## src/rtl/ndk_pkg.sv

```systemverilog
package ndk_pkg;

  localparam int CMD_W          = 2;
  localparam int COORD_W        = 16;
  localparam int DIST_W         = 42;
  localparam int RANK_W         = 4;
  localparam int CFG_W          = 5;
  localparam int DEF_MAX_DIM    = 1024;
  localparam int DEF_MAX_KEPT   = 16;
  localparam int DEF_COORD_BITS = 16;
  localparam int QUEUE_DEPTH    = 4;
  localparam int QPTR_W         = $clog2(QUEUE_DEPTH);
  localparam int QCNT_W         = $clog2(QUEUE_DEPTH + 1);

  typedef enum logic [CMD_W-1:0] {
    CMD_QUERY = 2'd0,
    CMD_POINT = 2'd1,
    CMD_READ  = 2'd2
  } cmd_t;

  typedef enum logic [1:0] {
    OP_QUERY = 2'd0,
    OP_POINT = 2'd1,
    OP_READ  = 2'd2
  } op_t;

  typedef struct packed {
    op_t                op;
    logic [COORD_W-1:0] coord;
    logic               last;
  } qentry_t;

endpackage

```

## src/rtl/ndk_queue.sv

```systemverilog
module ndk_queue import ndk_pkg::*; (
  input  logic    clk,
  input  logic    rst_n,
  input  logic    push,
  input  qentry_t push_data,
  output logic    full,
  input  logic    pop,
  output qentry_t head,
  output logic    empty
);

  qentry_t            slot_r [QUEUE_DEPTH];
  logic [QPTR_W-1:0]  wr_ptr_r;
  logic [QPTR_W-1:0]  rd_ptr_r;
  logic [QCNT_W-1:0]  count_r;
  logic               do_push;
  logic               do_pop;

  assign full    = count_r == QCNT_W'(QUEUE_DEPTH);
  assign empty   = count_r == '0;
  assign do_push = push && !full;
  assign do_pop  = pop && !empty;
  assign head    = slot_r[rd_ptr_r];

  always_ff @(posedge clk) begin
    if (!rst_n) begin
      wr_ptr_r <= '0;
      rd_ptr_r <= '0;
      count_r  <= '0;
    end else begin
      if (do_push) wr_ptr_r <= wr_ptr_r + 1'b1;
      if (do_pop)  rd_ptr_r <= rd_ptr_r + 1'b1;
      if (do_push && !do_pop)      count_r <= count_r + 1'b1;
      else if (do_pop && !do_push) count_r <= count_r - 1'b1;
    end
  end

  always_ff @(posedge clk) begin
    if (do_push) slot_r[wr_ptr_r] <= push_data;
  end

endmodule

```

## config.mk

```make
export PLATFORM = sky130hd
export DESIGN_NAME = ndk_queue
export DESIGN_NICKNAME = d
export VERILOG_FILES = /design/src/rtl/ndk_pkg.sv /design/src/rtl/ndk_queue.sv
export SDC_FILE = /design/constraint.sdc
export NUM_CORES = 1
export LEC_CHECK = 0
export ABC_AREA = 0
export BUFFER_PORTS_ARGS = -buffer_cell sky130_fd_sc_hd__buf_2
export CAP_MARGIN = 0
export CORE_ASPECT_RATIO = 1.25
export CORE_MARGIN = 2
export CORE_UTILIZATION = 52
export DETAILED_ROUTE_END_ITERATION = 10
export PLACE_DENSITY = 0.73
export SYNTH_ARGS = -nofsm -noshare
export SYNTH_HDL_FRONTEND = slang
export SYNTH_SLANG_ARGS = --single-unit
```

## constraint.sdc

```tcl
create_clock -name clk -period 5.3 [get_ports clk]
set_input_delay 0.53 -clock clk [delete_from_list [all_inputs] [get_ports clk]]
set_output_delay 0.53 -clock clk [all_outputs]
set_load 0.05 [all_outputs]
```

==> impl_metrics.ini, run 1 <==
[yosys]
synth.area.top_cells = edfxtp_1 70%, mux4_2 12%, dfxtp_1 5.5%, ha_1 1.9%, and2_1 1.5%
ys_ff_latch = 85
syn_area_um2 = 3250
postSynthAreaPerCell_um2 = 22.1
synth_top_area_share = 0.702
synth-seq-area-share = 0.757
yosysTopAreaCell = edfxtp_1
ys_warn_count = 0
synth.distinct_cells = 24
synthCells = 147
synth_nets = 176

[clock_tree]
numCtsBuffers = 9
ctsResizeCount = 0
clock_path_buffers = 2
post-cts-setup-buffer-count = 0
root_buffer = clkbuf_8
cts.clk_slew.worst_paths_ps = 90
numClockSinks = 85
cts_tree = done
cts_hold_buffers = 0
insertion_delay_ps = 350
h-tree-depth = 3

[global_routing]
grt_pass1_wl_mm = 7.63
grt_max_degree = 20
antenna_found_initial = 0
grt_overflow = 0
gr-usage-all-layers = 0.159
first_global_vias = 1549

[timing]
rsz0062_at_grt = false
slew_violations = 0
hold_viol_final = 0
max_freq_ghz = 0.377
setup-violations-final = 0
tns_ps = 0
fin_crit_ps = 2650
clock_skew_ps = 10.1
slew-limit-headroom = 0.327
post-route-period-util = 0.500
tightestPinTransition_ps = 1010

[layout]
diodes = 0
fin_nets = 225
area_growth_pct = 15.2
layout.cells.non_filler = 286
drive_gt1_frac = 0.403

[setup_path]
rr_startpoint = count_r[0]
arrival_ps = 2120
r2r-end = count_r[2]
path_class = reg -> out
r2r_setup_slack_ps = 2800
path_max_fanout = 13
reg2regPathDepth = 8
end_kind = output pin
crit_end = head[14]
start_kind = flop
worstPathRequired_ps = 4770

[drt]
antenna_left = 0
drt_pass1_iterations = 4
drc_errors = 0
first_iter_violations = 147
wl_mm = 4.88
vias = 1484
routedWlPerCell_um = 17.1
viasPerCell = 5.19

[power_and_ir_drop]
finalPower_mw = 2.01
power_leakage_nw = 1.28
peakVddDrop_uv = 334
power_density_nw_per_um2 = 536

[floorplan]
die_area_um2 = 6910
die_x_um = 74.7
core-area_um2 = 6130
initial_core_util = 0.531
ios = 44
die_h_um = 92.4
rows = 32

[outcome]
status = finished clean

[placement]
globalplace.congestion = 0.742
dp.cells = 270
port_buffers = 43
place_hpwl_mm = 3.28

[flow_run]
maxCapViolations = 0

[hold_path]
holdCritPathClass = in -> reg
min_path_cells = 1
## worst max-delay path, stage by stage (launching register included)
cell and delay, ps:
dfxtp_1 600, buf_4 360, mux4_1 580, buf_2 220
## cells by family after synthesis
group | Yosys count | synth area share
AOI/OAI and AO/OA | 4 | 0.0127
xor gates and xnor gates | 4 | 0.0108
adders and majority gates | 6 | 0.0254
buffers and inverters | 9 | 0.0208
DFF | 85 | 0.757
muxes | 22 | 0.142
and+or+nand+nor | 17 | 0.0312
## how the worst min path moves through the flow
stage	endpoint	slack [ps]	from
4_1_cts	slot_r[0][18]	380	push_data[18]
3_3_place_gp	wr_ptr_r[1]	480	wr_ptr_r[1]
6_report	slot_r[0][15]	390	push_data[15]
2_1_floorplan	wr_ptr_r[1]	470	wr_ptr_r[1]
5_1_grt	slot_r[3][15]	380	push_data[15]
3_5_place_dp	wr_ptr_r[1]	510	wr_ptr_r[1]
## placed cells by master (no fill, tap or decap)
master,n
buf_4,1
bufinv_16,2
nor3_1,1
nor3b_2,1
nor2b_1,2
inv_1,3
o311ai_2,1
mux2i_1,3
mux4_1,1
o31ai_2,1
and2_1,8
inv_6,1
ha_1,5
clkbuf_8,9
mux4_2,18
nand2_1,4
fa_1,1
buf_2,43
or3_1,1
a21boi_0,1
edfxtp_1,76
o21ai_0,1
xor2_1,1
clkinvlp_4,4
xnor2_1,3
dfxtp_1,9
## synthesized netlist by cell type
cell / n
and2_1: 8
buf_12: 1
o21ai_0: 1
fa_1: 1
dfxtp_1: 9
clkbuf_1: 1
mux2i_1: 3
or3_1: 1
mux4_2: 18
o311ai_2: 1
nor3b_2: 1
inv_1: 3
edfxtp_1: 76
ha_1: 5
xor2_1: 1
nor2b_1: 2
a21boi_0: 1
nor3_1: 1
buf_6: 2
mux4_1: 1
xnor2_1: 3
buf_2: 2
o31ai_2: 1
nand2_1: 4
## power by group
part | internal [mW] | switching [mW]
registers | 0.818 | 0.0578
clock network | 0.266 | 0.227
logic | 0.215 | 0.424
## metal layers
metal | part of all wire | vias to the layer above | GRT usage
li1 | - | 688 | -
met1 | 0.38 | 736 | 0.184
met2 | 0.54 | 51 | 0.265
met3 | 0.056 | 9 | 0.0457
met4 | 0.019 | 0 | 0.0804
met5 | 0 | - | 0
## layout make-up
class / instances / area [um2]
Multi-Input combinational cell: 53 / 722
Sequential cell: 85 / 2460
Fill cell: 444 / 2380
Timing Repair Buffer: 44 / 223
Clock buffer: 9 / 124
Clock inverter: 7 / 98.8
Inverter: 3 / 11.3
Tap cell: 85 / 106
## metrics by stage
stage | area [um2] | setup slack, ps | utilization | hold slack [ps]
floorplan | 3250 | 2900 | - | 468
global placement | 3520 | 3000 | 0.575 | 480
detailed placement | 3520 | 2790 | 0.575 | 507
CTS | 3750 | 2570 | 0.612 | 382
global route | 3750 | 2460 | 0.612 | 377
finish | 3750 | 2650 | 0.612 | 392
## state kept, by name (all words and copies together) (netlist names), named ones only
| signal | cells |
|---|---|
| count_r | 3 |
| rd_ptr_r | 2 |
| slot_r | 76 |
| wr_ptr_r | 2 |
(Power assumes the default switching activity.)
==> run 2, diff against run 1 <==
Settings changed: CORE_UTILIZATION 52 to 51, PLACE_DENSITY 0.73 to 0.75.
Clock period 5.3 ns to 2.4 ns, I/O delays scaled along.
==> run 2 against run 1 <==
  * Via count grew 3.8%
  * Total power grew 120%
  * Combinational power grew 130%
  * Core utilization grew 0.54 points
  * Flip-flop and latch count is the same
  * Critical path depth grew 5
  * Cell count grew 3.8%
  * Register-to-register slack lost 2600 ps
  * Sequential share of layout area shrank 0.99 points
  * Non-clock buffer count grew 11
  * Clock-buffer cell count grew 1
  * Wire length grew 7.7%
==> impl_metrics.ini, run 2 (synthesized netlist as in run 1, its figures left out) <==
[drt]
first_iter_violations = 89
drc_errors = 0
antenna_left = 0
viasPerCell = 5.19
routedWlPerCell_um = 17.7
vias = 1541
wl_mm = 5.26
drt_pass1_iterations = 4

[power_and_ir_drop]
power_leakage_nw = 1.33
pwr-share-seq = 0.436
internal-power_mw = 2.80
p_sw_frac = 0.359
p_clk_frac = 0.220
peakVddDrop_uv = 816
p_switching_mw = 1.57
combinationalPowerShare = 0.344
power_density_nw_per_um2 = 1150

[setup_path]
worstPathRequired_ps = 2660
arrival_ps = 2420
path_max_fanout = 6
slowest_stage = dfxtp_1
start_kind = flop
cpPeakStageDelay_ps = 540
crit_buf_inv = 1
end_kind = flop
critPathTopFamily = adder cells
crit_chain = nor3b_4, nor2b_1, ha_1, inv_1, fa_1, xor2_1, or3_1, a21boi_0
path_class = reg -> reg

[layout]
area_growth_pct = 17.0
final_common_cell = edfxtp_1
finish.utilization = 0.617
fin_nets = 236
largest_register = slot_r
mostFrequentLayoutCells = 76 x edfxtp_1, 43 x buf_2, 18 x mux4_2
drive_gt1_frac = 0.425
largest_reg_flops = 76
final_area_um2 = 3800
diodes = 0
layout.cells.non_filler = 297
fill_cells = 476
reg_top3 = slot_r x76, count_r x3

[timing]
fin_crit_ps = 2160
post-route-period-util = 0.899
tns_ps = 0
setup-violations-final = 0
hold_viol_final = 0
slew_violations = 0
rsz0062_at_grt = false
max_freq_ghz = 0.463
tightestPinTransition_ps = 487
slew-limit-headroom = 0.675
clock_skew_ps = 6.68

[outcome]
status = finished clean

[global_routing]
grt_max_degree = 15
gr-usage-all-layers = 0.165
antenna_found_initial = 0
grt_pass1_wl_mm = 8.15
first_global_vias = 1655
grt_overflow = 0

[clock_tree]
ctsResizeCount = 0
post-cts-setup-buffer-count = 0
cts_hold_buffers = 0
cts_tree = done
numCtsBuffers = 9
cts.clk_slew.worst_paths_ps = 80
clock_path_buffers = 2
insertion_delay_ps = 340
root_buffer = clkbuf_8
numClockSinks = 85
h-tree-depth = 3

[floorplan]
rows = 32
die_h_um = 93.3
ios = 44
die_area_um2 = 7030
core-area_um2 = 6170
die_x_um = 75.4
initial_core_util = 0.527

[placement]
dp.cells = 281
globalplace.congestion = 0.670
place_area_um2 = 3610
place_hpwl_mm = 3.71
port_buffers = 43

[flow_run]
maxCapViolations = 0

[hold_path]
holdCritPathClass = in -> reg
-- run 2: cell count changes in the layout (fill, tap and decap cells not counted), sizes merged --
cell,delta
buf,+11
clkinv,+4
clkinvlp,-3
bufinv,-1
clkbuf,+1
inv,-1
-- run 2: final timing paths --
kind / from / slack [ps] / cells after the start / endpoint
hold / removal: push_data[11] / 110 / 1 / slot_r[0][11]
setup reg to reg: count_r[0] / 240 / 8 / count_r[2]
hold reg to reg: wr_ptr_r[0] / 500 / 2 / wr_ptr_r[0]
setup / recovery: count_r[0] / 240 / 8 / count_r[2]
-- run 2: final cells by class --
cell class	instances	area (um2)	share of cell area
clock buffers	10	128	0.0335
clock inverters	6	63.8	0.0168
inverters	3	11.3	0.00296
multi-input cells	53	728	0.191
flip-flops and latches	85	2460	0.647
well taps	85	106	0.0280
repair buffers	55	305	0.0802
-- run 2: layer usage --
layer  up-vias  GRT usage  routed length (um)
li1        709          -                   -
met1       779      0.201                2160
met2        39      0.263                2750
met3        14     0.0399                 191
met4         0     0.0980                 149
met5         -          0                   0
-- run 2: stage by stage --
stage	hold slack [ps]	power, mW	worst slack (ps)
6_report	108	4.36	242
2_1_floorplan	339	3.15	189
3_3_place_gp	450	3.40	394
5_1_grt	101	4.55	3.19
3_5_place_dp	461	3.46	253
4_1_cts	95.9	4.41	234
-- run 2: power by group through the flow --
stage          clock network [mW]  logic, mW  registers, mW
6_report                    0.961       1.50           1.90
3_3_place_gp                    0       1.48           1.92
3_5_place_dp                    0       1.52           1.94
5_1_grt                      1.03       1.60           1.92
2_1_floorplan                   0       1.24           1.90
4_1_cts                     0.980       1.52           1.90
==> run 3, diff against run 2 <==
Settings changed: CORE_UTILIZATION 51 to 30, PLACE_DENSITY 0.75 to not set, SETUP_SLACK_MARGIN set to 0.5.
==> run 3 against run 2 <==
  * Total power is 14% higher
  * Hold slack gained 17 ps
  * Core utilization down 23 points
  * Critical path depth unchanged
  * Global-route usage down 6.2 points
  * Via count increased by 0.45%
  * Register-to-register slack better by 210 ps
  * Critical path type unchanged
==> impl_metrics.ini, run 3 (synthesized netlist as in run 1, its figures left out) <==
[floorplan]
die_h_um = 120
core-area_um2 = 10600
rows = 42
ios = 44
die_x_um = 97.1
initial_core_util = 0.308
die_area_um2 = 11700

[timing]
clock_skew_ps = 6.75
fin_crit_ps = 1950
setup-violations-final = 0
post-route-period-util = 0.811
max_freq_ghz = 0.514
tightestPinTransition_ps = 317
tns_ps = 0
slew-limit-headroom = 0.788
holdWs_ps = 125
hold_viol_final = 0
slew_violations = 0
rsz0062_at_grt = true

[global_routing]
grt_pass1_wl_mm = 8.94
antenna_found_initial = 0
grt_overflow = 0
grt_max_degree = 20
gr-usage-all-layers = 0.103
first_global_vias = 1656

[setup_path]
start_kind = flop
slowest_stage = dfxtp_4
path_max_fanout = 6
path_class = reg -> reg
end_kind = flop
critPathTopFamily = simple AND/OR/NAND/NOR gates
arrival_ps = 2210
crit_buf_inv = 1
cpPeakStageDelay_ps = 370
worstPathRequired_ps = 2660
crit_chain = nor3b_4, nor2b_2, ha_4, inv_2, fa_2, xor2_1, or3_1, a21boi_2

[drt]
first_iter_violations = 54
viasPerCell = 4.50
drt_pass1_iterations = 4
wl_mm = 5.60
vias = 1548
drc_errors = 0
antenna_left = 0
routedWlPerCell_um = 16.3

[hold_path]
holdCritPathClass = in -> reg

[power_and_ir_drop]
power_density_nw_per_um2 = 1220
power_leakage_nw = 1.41
peakVddDrop_uv = 684

[layout]
regArea_um2 = 2480
final_common_cell = edfxtp_1
area_growth_pct = 25.9
fin_nets = 236
fill_cells = 966
reg_top3 = slot_r x76, count_r x3
diodes = 0
mostFrequentLayoutCells = 76 x edfxtp_1, 34 x buf_2, 19 x mux4_2
multi_input_area_um2 = 754
largest_reg_flops = 76
largest_register = slot_r
drive_gt1_frac = 0.476

[outcome]
status = finished clean

[clock_tree]
root_buffer = clkbuf_16
h-tree-depth = 3
insertion_delay_ps = 330
cts.clk_slew.worst_paths_ps = 60
numCtsBuffers = 9
cts_tree = done
clock_path_buffers = 2
numClockSinks = 85

[placement]
globalplace.congestion = 0.647
place_hpwl_mm = 3.64
port_buffers = 43

[flow_run]
maxCapViolations = 0
-- run 3: changes by cell type in the layout (fill, tap and decap cells not counted), moves of 2 or more --
cell / delta
clkbuf_16: +10
buf_2: -9
clkbuf_8: -9
dfxtp_1: -4
dfxtp_4: +4
buf_4: +3
buf_12: +2
buf_6: +2
-- run 3: layout make-up --
class / instances / share of cell area
clock buffers: 10 / 0.0559
clock inverters: 6 / 0.0177
inverters: 3 / 0.00275
multi-input cells: 53 / 0.184
flip-flops and latches: 85 / 0.605
well taps: 132 / 0.0403
repair buffers: 55 / 0.0941
-- run 3: per-stage QoR --
stage / std cells / cell area (um2) / utilization / worst slack [ps] / power [mW]
5_1_grt: 344 / 4100 / 0.388 / 358 / 5.23
3_3_place_gp: 325 / 3670 / 0.348 / 432 / 3.48
4_1_cts: 341 / 4010 / 0.380 / 457 / 4.93
3_5_place_dp: 325 / 3670 / 0.348 / 355 / 3.50
6_report: 344 / 4100 / 0.388 / 454 / 4.98
2_1_floorplan: 147 / 3280 / - / 314 / 3.17
-- run 3: final timing paths --
path / depth (start not counted) / startpoint / endpoint / slack [ps]
min: 1 / push_data[5] / slot_r[2][5] / 130
max reg2reg: 8 / count_r[2] / count_r[2] / 450
max: 8 / count_r[2] / count_r[2] / 450
min reg2reg: 2 / wr_ptr_r[0] / wr_ptr_r[0] / 500
-- run 3: layer usage --
metal  track usage  part of all wire  vias to the layer above
met1         0.123              0.42                      790
li1              -                 -                      709
met4        0.0475             0.017                        0
met5             0                 0                        -
met2         0.165              0.49                       40
met3        0.0387             0.065                        9
-- run 3: power by group --
group / internal [mW] / switching, mW / total (mW)
clock: 0.814 / 0.539 / 1.35
combinational: 0.671 / 1.02 / 1.69
sequential: 1.82 / 0.114 / 1.93
total: 3.30 / 1.68 / 4.98
-- run 3: what timing repair did --
action | 4_1_cts | 5_1_grt
setup endpoints to repair | 20 | 11
setup buffers | 0 | 2
hold buffers | 0 | 0
hold endpoints to repair | 0 | 0
resized for setup | 12 | 21
cloned | 0 | 1
pin swaps | 1 | 0
